--- src/rtl/ctcu_pkg.sv ---
// ----------------------------------------------------------------------------
// Columnar transposition unit package
// Shared constants, register indexes and the control/status types.
// ----------------------------------------------------------------------------
`default_nettype none

package ctcu_pkg;

	localparam int MAX_COLUMNS_DEF = 8;
	localparam int MAX_ROWS_DEF    = 8;

	localparam int CFG_INDEX_W = 2;
	localparam int CFG_DATA_W  = 4;
	localparam int COUNT_W     = 4;
	localparam int CMP_W       = 10;

	localparam logic [CFG_INDEX_W-1:0] REG_COLUMN_COUNT = 2'd0;
	localparam logic [CFG_INDEX_W-1:0] REG_ROW_COUNT    = 2'd1;
	localparam logic [CFG_INDEX_W-1:0] REG_DECRYPT_MODE = 2'd2;

	localparam logic [COUNT_W-1:0] COLUMN_COUNT_RST = 4'd5;
	localparam logic [COUNT_W-1:0] ROW_COUNT_RST    = 4'd3;
	localparam logic               DECRYPT_MODE_RST = 1'b0;

	localparam logic [7:0] PAD_BYTE = 8'h20;

	typedef struct packed {
		logic               wr;
		logic               clr_fill;
		logic               rd;
		logic               pos_load;
		logic [COUNT_W-1:0] pos_base;
		logic               blk_last;
		logic               msg_last;
	} cmd_t;

	typedef struct packed {
		logic               full;
		logic               decrypt;
		logic               slot_free;
		logic [COUNT_W-1:0] inner_len;
		logic [COUNT_W-1:0] outer_len;
	} stat_t;

endpackage

`default_nettype wire

--- src/rtl/ctcu_ctrl.sv ---
// ----------------------------------------------------------------------------
// Columnar transposition unit controller
// Sequences block fill and the column or row readout of a full or final block.
// ----------------------------------------------------------------------------
`default_nettype none

module ctcu_ctrl (
	input  wire logic          clk,
	input  wire logic          arst_n,
	input  wire logic          in_valid,
	output logic               in_ready,
	input  wire logic          end_of_message,
	input  wire ctcu_pkg::stat_t stat,
	output ctcu_pkg::cmd_t     cmd
);

	typedef enum logic [1:0] {
		ST_FILL = 2'b01,
		ST_EMIT = 2'b10
	} state_t;

	state_t                          state_q;
	state_t                          state_d;
	logic [ctcu_pkg::COUNT_W-1:0]    inner_q;
	logic [ctcu_pkg::COUNT_W-1:0]    inner_d;
	logic [ctcu_pkg::COUNT_W-1:0]    outer_q;
	logic [ctcu_pkg::COUNT_W-1:0]    outer_d;
	logic                            last_q;
	logic                            last_d;
	logic                            accept;
	logic                            inner_end;
	logic                            outer_end;

	assign in_ready  = (state_q == ST_FILL);
	assign accept    = in_valid && in_ready;
	assign inner_end = (inner_q == ctcu_pkg::COUNT_W'(stat.inner_len - 4'd1));
	assign outer_end = (outer_q == ctcu_pkg::COUNT_W'(stat.outer_len - 4'd1));

	always_comb begin
		state_d = state_q;
		inner_d = inner_q;
		outer_d = outer_q;
		last_d  = last_q;
		cmd     = '0;
		unique case (state_q)
			ST_FILL: begin
				if (accept) begin
					cmd.wr = 1'b1;
					if (stat.full || end_of_message) begin
						if (stat.decrypt && !stat.full) begin
							cmd.clr_fill = 1'b1;
						end else begin
							state_d      = ST_EMIT;
							last_d       = end_of_message;
							inner_d      = '0;
							outer_d      = '0;
							cmd.pos_load = 1'b1;
							cmd.pos_base = '0;
						end
					end
				end
			end
			ST_EMIT: begin
				if (stat.slot_free) begin
					cmd.rd       = 1'b1;
					cmd.blk_last = inner_end && outer_end;
					cmd.msg_last = inner_end && outer_end && last_q;
					if (inner_end) begin
						inner_d = '0;
						if (outer_end) begin
							state_d      = ST_FILL;
							cmd.clr_fill = 1'b1;
						end else begin
							outer_d      = ctcu_pkg::COUNT_W'(outer_q + 4'd1);
							cmd.pos_load = 1'b1;
							cmd.pos_base = ctcu_pkg::COUNT_W'(outer_q + 4'd1);
						end
					end else begin
						inner_d = ctcu_pkg::COUNT_W'(inner_q + 4'd1);
					end
				end
			end
			default: begin
				state_d = ST_FILL;
			end
		endcase
	end

	always_ff @(posedge clk or negedge arst_n) begin
		if (!arst_n) begin
			state_q <= ST_FILL;
			inner_q <= '0;
			outer_q <= '0;
			last_q  <= 1'b0;
		end else begin
			state_q <= state_d;
			inner_q <= inner_d;
			outer_q <= outer_d;
			last_q  <= last_d;
		end
	end

endmodule

`default_nettype wire

--- src/rtl/ctcu_dpath.sv ---
// ----------------------------------------------------------------------------
// Columnar transposition unit datapath
// Configuration registers, block buffer, fill count, read pointer and the
// output register.
// ----------------------------------------------------------------------------
`default_nettype none

module ctcu_dpath #(
	parameter int MAX_COLUMNS = ctcu_pkg::MAX_COLUMNS_DEF,
	parameter int MAX_ROWS    = ctcu_pkg::MAX_ROWS_DEF
) (
	input  wire logic                             clk,
	input  wire logic                             arst_n,
	input  wire logic                             cfg_write,
	input  wire logic [ctcu_pkg::CFG_INDEX_W-1:0] cfg_index,
	input  wire logic [ctcu_pkg::CFG_DATA_W-1:0]  cfg_data,
	input  wire logic [7:0]                       data_byte,
	input  wire ctcu_pkg::cmd_t                   cmd,
	output ctcu_pkg::stat_t                       stat,
	output logic                                  out_valid,
	input  wire logic                             out_ready,
	output logic [7:0]                            out_byte,
	output logic                                  block_last,
	output logic                                  message_last
);

	localparam int DEPTH = MAX_COLUMNS * MAX_ROWS;
	localparam int AW    = (DEPTH > 1) ? $clog2(DEPTH) : 1;
	localparam int FW    = $clog2(DEPTH + 1);
	localparam int CW    = ctcu_pkg::COUNT_W;
	localparam int XW    = ctcu_pkg::CMP_W;

	logic [CW-1:0] column_count_q;
	logic [CW-1:0] row_count_q;
	logic          decrypt_q;
	logic [CW-1:0] cols;
	logic [CW-1:0] rows;
	logic [7:0]    size;
	logic [FW-1:0] fill_q;
	logic [AW-1:0] pos_q;
	logic [7:0]    mem [DEPTH];
	logic          out_valid_q;
	logic [7:0]    raw_q;
	logic          pad_q;
	logic          zmap_q;
	logic          blk_q;
	logic          msg_q;

	always_ff @(posedge clk or negedge arst_n) begin
		if (!arst_n) begin
			column_count_q <= ctcu_pkg::COLUMN_COUNT_RST;
			row_count_q    <= ctcu_pkg::ROW_COUNT_RST;
			decrypt_q      <= ctcu_pkg::DECRYPT_MODE_RST;
		end else if (cfg_write) begin
			unique case (cfg_index)
				ctcu_pkg::REG_COLUMN_COUNT: column_count_q <= cfg_data;
				ctcu_pkg::REG_ROW_COUNT:    row_count_q    <= cfg_data;
				ctcu_pkg::REG_DECRYPT_MODE: decrypt_q      <= cfg_data[0];
				default: begin
				end
			endcase
		end
	end

	always_comb begin
		if (column_count_q == '0) begin
			cols = CW'(1);
		end else if ({1'b0, column_count_q} > (CW + 1)'(MAX_COLUMNS)) begin
			cols = CW'(MAX_COLUMNS);
		end else begin
			cols = column_count_q;
		end
		if (row_count_q == '0) begin
			rows = CW'(1);
		end else if ({1'b0, row_count_q} > (CW + 1)'(MAX_ROWS)) begin
			rows = CW'(MAX_ROWS);
		end else begin
			rows = row_count_q;
		end
	end

	assign size = 8'(cols * rows);

	assign stat.full      = ((XW'(fill_q) + XW'(1)) >= XW'(size));
	assign stat.decrypt   = decrypt_q;
	assign stat.slot_free = !out_valid_q || out_ready;
	assign stat.inner_len = decrypt_q ? cols : rows;
	assign stat.outer_len = decrypt_q ? rows : cols;

	always_ff @(posedge clk or negedge arst_n) begin
		if (!arst_n) begin
			fill_q <= '0;
		end else if (cmd.clr_fill) begin
			fill_q <= '0;
		end else if (cmd.wr) begin
			fill_q <= FW'(fill_q + FW'(1));
		end
	end

	always_ff @(posedge clk) begin
		if (cmd.pos_load) begin
			pos_q <= AW'(cmd.pos_base);
		end else if (cmd.rd) begin
			pos_q <= AW'(XW'(pos_q) + XW'(stat.outer_len));
		end
	end

	always_ff @(posedge clk) begin
		if (cmd.wr && (XW'(fill_q) < XW'(DEPTH))) begin
			mem[fill_q[AW-1:0]] <= data_byte;
		end
		if (cmd.rd) begin
			raw_q  <= mem[pos_q];
			pad_q  <= !decrypt_q && (XW'(pos_q) >= XW'(fill_q));
			zmap_q <= !decrypt_q;
			blk_q  <= cmd.blk_last;
			msg_q  <= cmd.msg_last;
		end
	end

	always_ff @(posedge clk or negedge arst_n) begin
		if (!arst_n) begin
			out_valid_q <= 1'b0;
		end else if (cmd.rd) begin
			out_valid_q <= 1'b1;
		end else if (out_ready) begin
			out_valid_q <= 1'b0;
		end
	end

	assign out_valid    = out_valid_q;
	assign out_byte     = (pad_q || (zmap_q && (raw_q == 8'd0))) ? ctcu_pkg::PAD_BYTE : raw_q;
	assign block_last   = blk_q;
	assign message_last = msg_q;

endmodule

`default_nettype wire

--- src/rtl/block_columnar_transposition_unit.sv ---
// ----------------------------------------------------------------------------
// Block columnar transposition unit
// Top level: controller and datapath of the block transposition cipher.
// ----------------------------------------------------------------------------
// Message bytes enter on the input channel (in_valid/in_ready) with
// end_of_message on the final byte, one transfer per cycle while the block
// buffer fills. When the buffer holds column_count*row_count bytes, or the
// flagged byte arrives, input stops and the block is read out on the output
// channel (out_valid/out_ready), one byte per cycle while the receiver is
// ready, column by column when encrypting and in the inverse order when
// decrypting. The first output byte is valid once the controller has entered
// the readout state and the byte has been read into the output register.
// The single block buffer is not double buffered, so filling and readout
// take turns.
// A partial final block is padded with spaces when encrypting and dropped
// when decrypting. Configuration is written through cfg_write, cfg_index
// and cfg_data while the unit is idle. Reset clears the fill count and the
// output valid flag and restores the register defaults (five columns, three
// rows, encrypt). A stalled receiver holds the output byte and pauses the
// readout; the final byte of a block may wait while new input is taken.
// ----------------------------------------------------------------------------
`default_nettype none

module block_columnar_transposition_unit #(
	parameter int MAX_COLUMNS = ctcu_pkg::MAX_COLUMNS_DEF,
	parameter int MAX_ROWS    = ctcu_pkg::MAX_ROWS_DEF
) (
	input  wire logic                             clk,
	input  wire logic                             arst_n,
	input  wire logic                             cfg_write,
	input  wire logic [ctcu_pkg::CFG_INDEX_W-1:0] cfg_index,
	input  wire logic [ctcu_pkg::CFG_DATA_W-1:0]  cfg_data,
	input  wire logic                             in_valid,
	output logic                                  in_ready,
	input  wire logic [7:0]                       data_byte,
	input  wire logic                             end_of_message,
	output logic                                  out_valid,
	input  wire logic                             out_ready,
	output logic [7:0]                            out_byte,
	output logic                                  block_last,
	output logic                                  message_last
);

	ctcu_pkg::cmd_t  cmd;
	ctcu_pkg::stat_t stat;

	ctcu_ctrl u_ctrl (
		.clk            (clk),
		.arst_n         (arst_n),
		.in_valid       (in_valid),
		.in_ready       (in_ready),
		.end_of_message (end_of_message),
		.stat           (stat),
		.cmd            (cmd)
	);

	ctcu_dpath #(
		.MAX_COLUMNS (MAX_COLUMNS),
		.MAX_ROWS    (MAX_ROWS)
	) u_dpath (
		.clk          (clk),
		.arst_n       (arst_n),
		.cfg_write    (cfg_write),
		.cfg_index    (cfg_index),
		.cfg_data     (cfg_data),
		.data_byte    (data_byte),
		.cmd          (cmd),
		.stat         (stat),
		.out_valid    (out_valid),
		.out_ready    (out_ready),
		.out_byte     (out_byte),
		.block_last   (block_last),
		.message_last (message_last)
	);

endmodule

`default_nettype wire

--- config.mk ---
export PLATFORM = sky130hd
export DESIGN_NAME = block_columnar_transposition_unit
export DESIGN_NICKNAME = d
export VERILOG_FILES = /design/src/rtl/ctcu_pkg.sv /design/src/rtl/ctcu_ctrl.sv /design/src/rtl/ctcu_dpath.sv /design/src/rtl/block_columnar_transposition_unit.sv
export SDC_FILE = /design/constraint.sdc
export NUM_CORES = 1
export LEC_CHECK = 0
export ABC_AREA = 0
export BUFFER_PORTS_ARGS = -buffer_cell sky130_fd_sc_hd__clkbuf_2
export CAP_MARGIN = 15
export CORE_MARGIN = 4
export CORE_UTILIZATION = 55
export DETAILED_ROUTE_END_ITERATION = 6
export PLACE_DENSITY_LB_ADDON = 0.15
export SLEW_MARGIN = 10
export SYNTH_ARGS = -nofsm -noshare
export SYNTH_HDL_FRONTEND = slang
export SYNTH_SLANG_ARGS = --single-unit
--- constraint.sdc ---
create_clock -name clk -period 4.5 [get_ports clk]
set_input_delay 0.225 -clock clk [delete_from_list [all_inputs] [get_ports clk]]
set_output_delay 0.225 -clock clk [all_outputs]
set_load 0.03 [all_outputs]
==> results.json <==
{
  "holdWs_ns": 0.0413,
  "yosysUniqueCellTypes": 61,
  "die_w_um": 213,
  "drt_iter0_markers": 1200,
  "syn_area_sq_um": 23000,
  "ant_nets": 0,
  "maxCapViolations": 0,
  "antenna_found_initial": 0,
  "nets": 1315,
  "antenna_cells": 0,
  "yosysSeqAreaShare_pct": 72.2,
  "critPathArrivalTime_ns": 4.97,
  "hp-class": "input pin to flip-flop",
  "dr.pass1.iters": 5,
  "clk_latency_ns": 0.60,
  "grt.total_usage_pct": 21.7,
  "drv_slew": 0,
  "hold_viol_final": 0,
  "clock_skew_ns": 0.0185,
  "topRoutingLayerUsed": "met4",
  "tightest_slew_ns": 1.06,
  "grt_pass1_wl_um": 72500,
  "chipHeight_um": 213,
  "cts_buffers": 56,
  "port_buffers": 31,
  "place.gp.congestion": 0.845,
  "drcViolationCount": 0,
  "syn_area_per_cell_sq_um": 19.7,
  "finalPower_mw": 15.0,
  "period_minus_slack_ns": 4.43,
  "rsz0062_at_grt": "yes",
  "place_hpwl_um": 28400,
  "cts.sinks": 558,
  "dieArea_sq_um": 45200,
  "yosysWarnings": 0,
  "setup_viol": 0,
  "synth-async-reset-ratio_pct": 5.02,
  "synth_top_flop_cell": "edfxtp_1",
  "status": "completed",
  "synthesis.nets": 1228,
  "power_density_nw_per_um2": 578,
  "max_freq_ghz": 0.226,
  "wl_met2_um": 23300,
  "initial_core_util_pct": 56.0,
  "vias_per_cell": 6.09,
  "coreArea_sq_um": 41100,
  "synth_edf_count": 528,
  "relSlewSlack_pct": 29.2,
  "cp.required_ns": 5.04,
  "drt-total-wl_um": 47300,
  "cts_root_buf": "clkbuf_16",
  "synth_seq_cells": 558,
  "htree_levels": 2,
  "grt_pass1_vias": 11400,
  "power.leakage_nw": 8.54,
  "syn2layout_area_growth_pct": 12.7,
  "synthCells": 1166,
  "worst-path-max-fanout": 4,
  "endpoint_kind": "flip-flop",
  "row_count": 74,
  "cts.path.max_buffers": 3,
  "crit_type": "flip-flop to flip-flop",
  "wl_per_cell_um": 25.8,
  "fin_crit_sh_pct": 98.4,
  "cts_tree": "built",
  "drt-met1-wl_um": 20400,
  "drive_gt1_share_pct": 26.6,
  "grt_max_degree": 132,
  "pin_count": 32,
  "met3_length_um": 2730,
  "vias": 11200,
  "clk_transition_reported_paths_ns": 0.06,
  "grt_overflow": 0,
  "start_kind": "flip-flop",
  "ir_drop_uv": 675
}
through the flow:
stage / setup TNS, ns / util, % / cell area [sq um] / setup WS [ns] / std cells
5_1_grt: -1.99 / 63.1 / 25900 / -0.221 / 1832
3_3_place_gp: -0.0272 / 58.1 / 23900 / -0.0161 / 1714
3_5_place_dp: -0.568 / 58.1 / 23900 / -0.135 / 1714
4_1_cts: 0 / 62.8 / 25800 / 0.00318 / 1826
2_1_floorplan: 0 / - / 23000 / 0.129 / 1166
6_report: 0 / 63.1 / 25900 / 0.0719 / 1832
power by group:
group          internal (mW)  total, mW  switching [mW]  leakage [nW]
Sequential              5.93       6.17           0.236          5.12
Combinational           1.97       4.22            2.25          2.54
Clock                   2.70       4.60            1.90         0.884
Total                   10.6       15.0            4.39          8.54
cell type report:
cell class | instances | area (sq um)
flip-flops and latches | 558 | 16600
fillers | 2842 | 15200
multi-input cells | 533 | 6190
clock buffers | 74 | 1510
well taps | 532 | 666
repair buffers | 75 | 544
clock inverters | 31 | 310
inverters | 29 | 109
repair_timing:
| action | CTS | global route |
|---|---|---|
| gates cloned | 0 | 1 |
| hold endpoints to repair | 33 | 0 |
| endpoints found under the setup margin | 10 | 26 |
| hold buffers | 7 | 0 |
| pin swaps | 5 | 15 |
| setup buffers | 0 | 5 |
| gates resized for setup | 5 | 22 |
cell usage in the layout (no fill, tap or decap), types with 6 or more instances in the layout:
cell,instances
a21o_1,6
a21oi_1,6
a22oi_1,16
buf_4,33
bufinv_16,6
clkbuf_1,16
clkbuf_16,58
clkbuf_2,31
clkinv_1,12
clkinv_2,9
dfrtp_1,23
dlygate4sd3_1,7
edfxtp_1,528
ha_1,37
inv_1,27
mux2_2,8
mux4_2,160
nand2_1,32
nand2b_1,7
nand3_1,19
nor2_1,109
nor2b_1,10
nor3_1,8
o21ai_0,11
xnor2_1,17
xor2_1,10
kinds of logic after synthesis:
group                    after synthesis  share of synthesized area [%]
AO/OA/AOI/OAI                         77                           2.57
XOR/XNOR                              27                           1.03
adder cells (fa/ha/maj)               42                           2.45
buffers and inverters                 75                           1.35
flip-flops                           558                           72.2
multiplexers                         172                           16.2
AND/OR/NAND/NOR                      215                           4.19
state kept, by name, summed over array words and instances (netlist names):
register / flops
u_dpath.zmap_q: 1
u_dpath.fill_q: 7
u_ctrl.outer_q: 4
u_dpath.decrypt_q: 1
u_dpath.message_last: 1
u_dpath.raw_q: 8
u_dpath.row_count_q: 4
u_dpath.out_valid: 1
u_ctrl.last_q: 1
u_dpath.column_count_q: 4
u_dpath.block_last: 1
u_dpath.pad_q: 1
u_dpath.pos_q: 6
u_ctrl.state_q: 2
u_ctrl.inner_q: 4
u_dpath.mem: 512
critical path, cell delays in order (launching register included):
cell	delay, ns
dfstp_2	0.53
o21bai_4	0.12
nand2_2	0.10
nor2_4	0.11
fa_1	0.46
fa_1	0.50
ha_1	0.30
a21o_1	0.17
a21oi_2	0.14
o21bai_1	0.09
a21oi_2	0.15
xor2_1	0.08
ha_1	0.31
o211ai_1	0.10
nor2_1	0.16
a21oi_2	0.10
buf_4	0.15
or3_1	0.32
or4_1	0.40
nand3_1	0.09
synth_stat cells (6+ instances only):
master      n  area [sq um]
clkbuf_1   23          86.3
buf_2      15          75.1
inv_1      27           101
a21o_1      6          45.0
nand2_1    35           131
xnor2_1    17           149
nor3_1      8          40.0
nor2b_1    10          62.6
o21ai_0    12          60.1
xor2_1     10          87.6
ha_1       37           463
edfxtp_1  528         15900
mux2_2      9           101
a22oi_1    16           120
dfrtp_1    23           576
nor2_1    110           413
buf_1       6          22.5
nand2b_1    8          50.1
nand3_1    20           100
mux4_2    160          3600
a21oi_1    11          55.1
per-layer routing:
layer	vias up	GRT usage (%)
met5	-	0
met4	0	4.95
met3	58	4.21
met2	315	34.4
met1	5861	32.1
li1	4916	-
worst paths after layout:
path | cells past startpoint | to | slack [ns] | startpoint
hold reg to reg | 2 | u_ctrl.last_q$_DFFE_PN0P_ | 0.53 | u_ctrl.last_q$_DFFE_PN0P_
setup / recovery | 19 | u_ctrl.state_q[1]$_DFFE_PN0P_ | 0.07 | u_dpath.column_count_q[0]$_DFFE_PN1P_
setup reg to reg | 19 | u_ctrl.state_q[1]$_DFFE_PN0P_ | 0.07 | u_dpath.column_count_q[0]$_DFFE_PN1P_
max in group asynchronous | 2 | u_dpath.fill_q[3]$_DFFE_PN0P_ | 3.83 | arst_n
hold / removal | 4 | u_dpath.column_count_q[3]$_DFFE_PN0P_ | 0.04 | cfg_index[1]
min in group asynchronous | 2 | u_ctrl.outer_q[0]$_DFFE_PN0P_ | 0.21 | arst_n
Power figures use the tool's default switching activity.
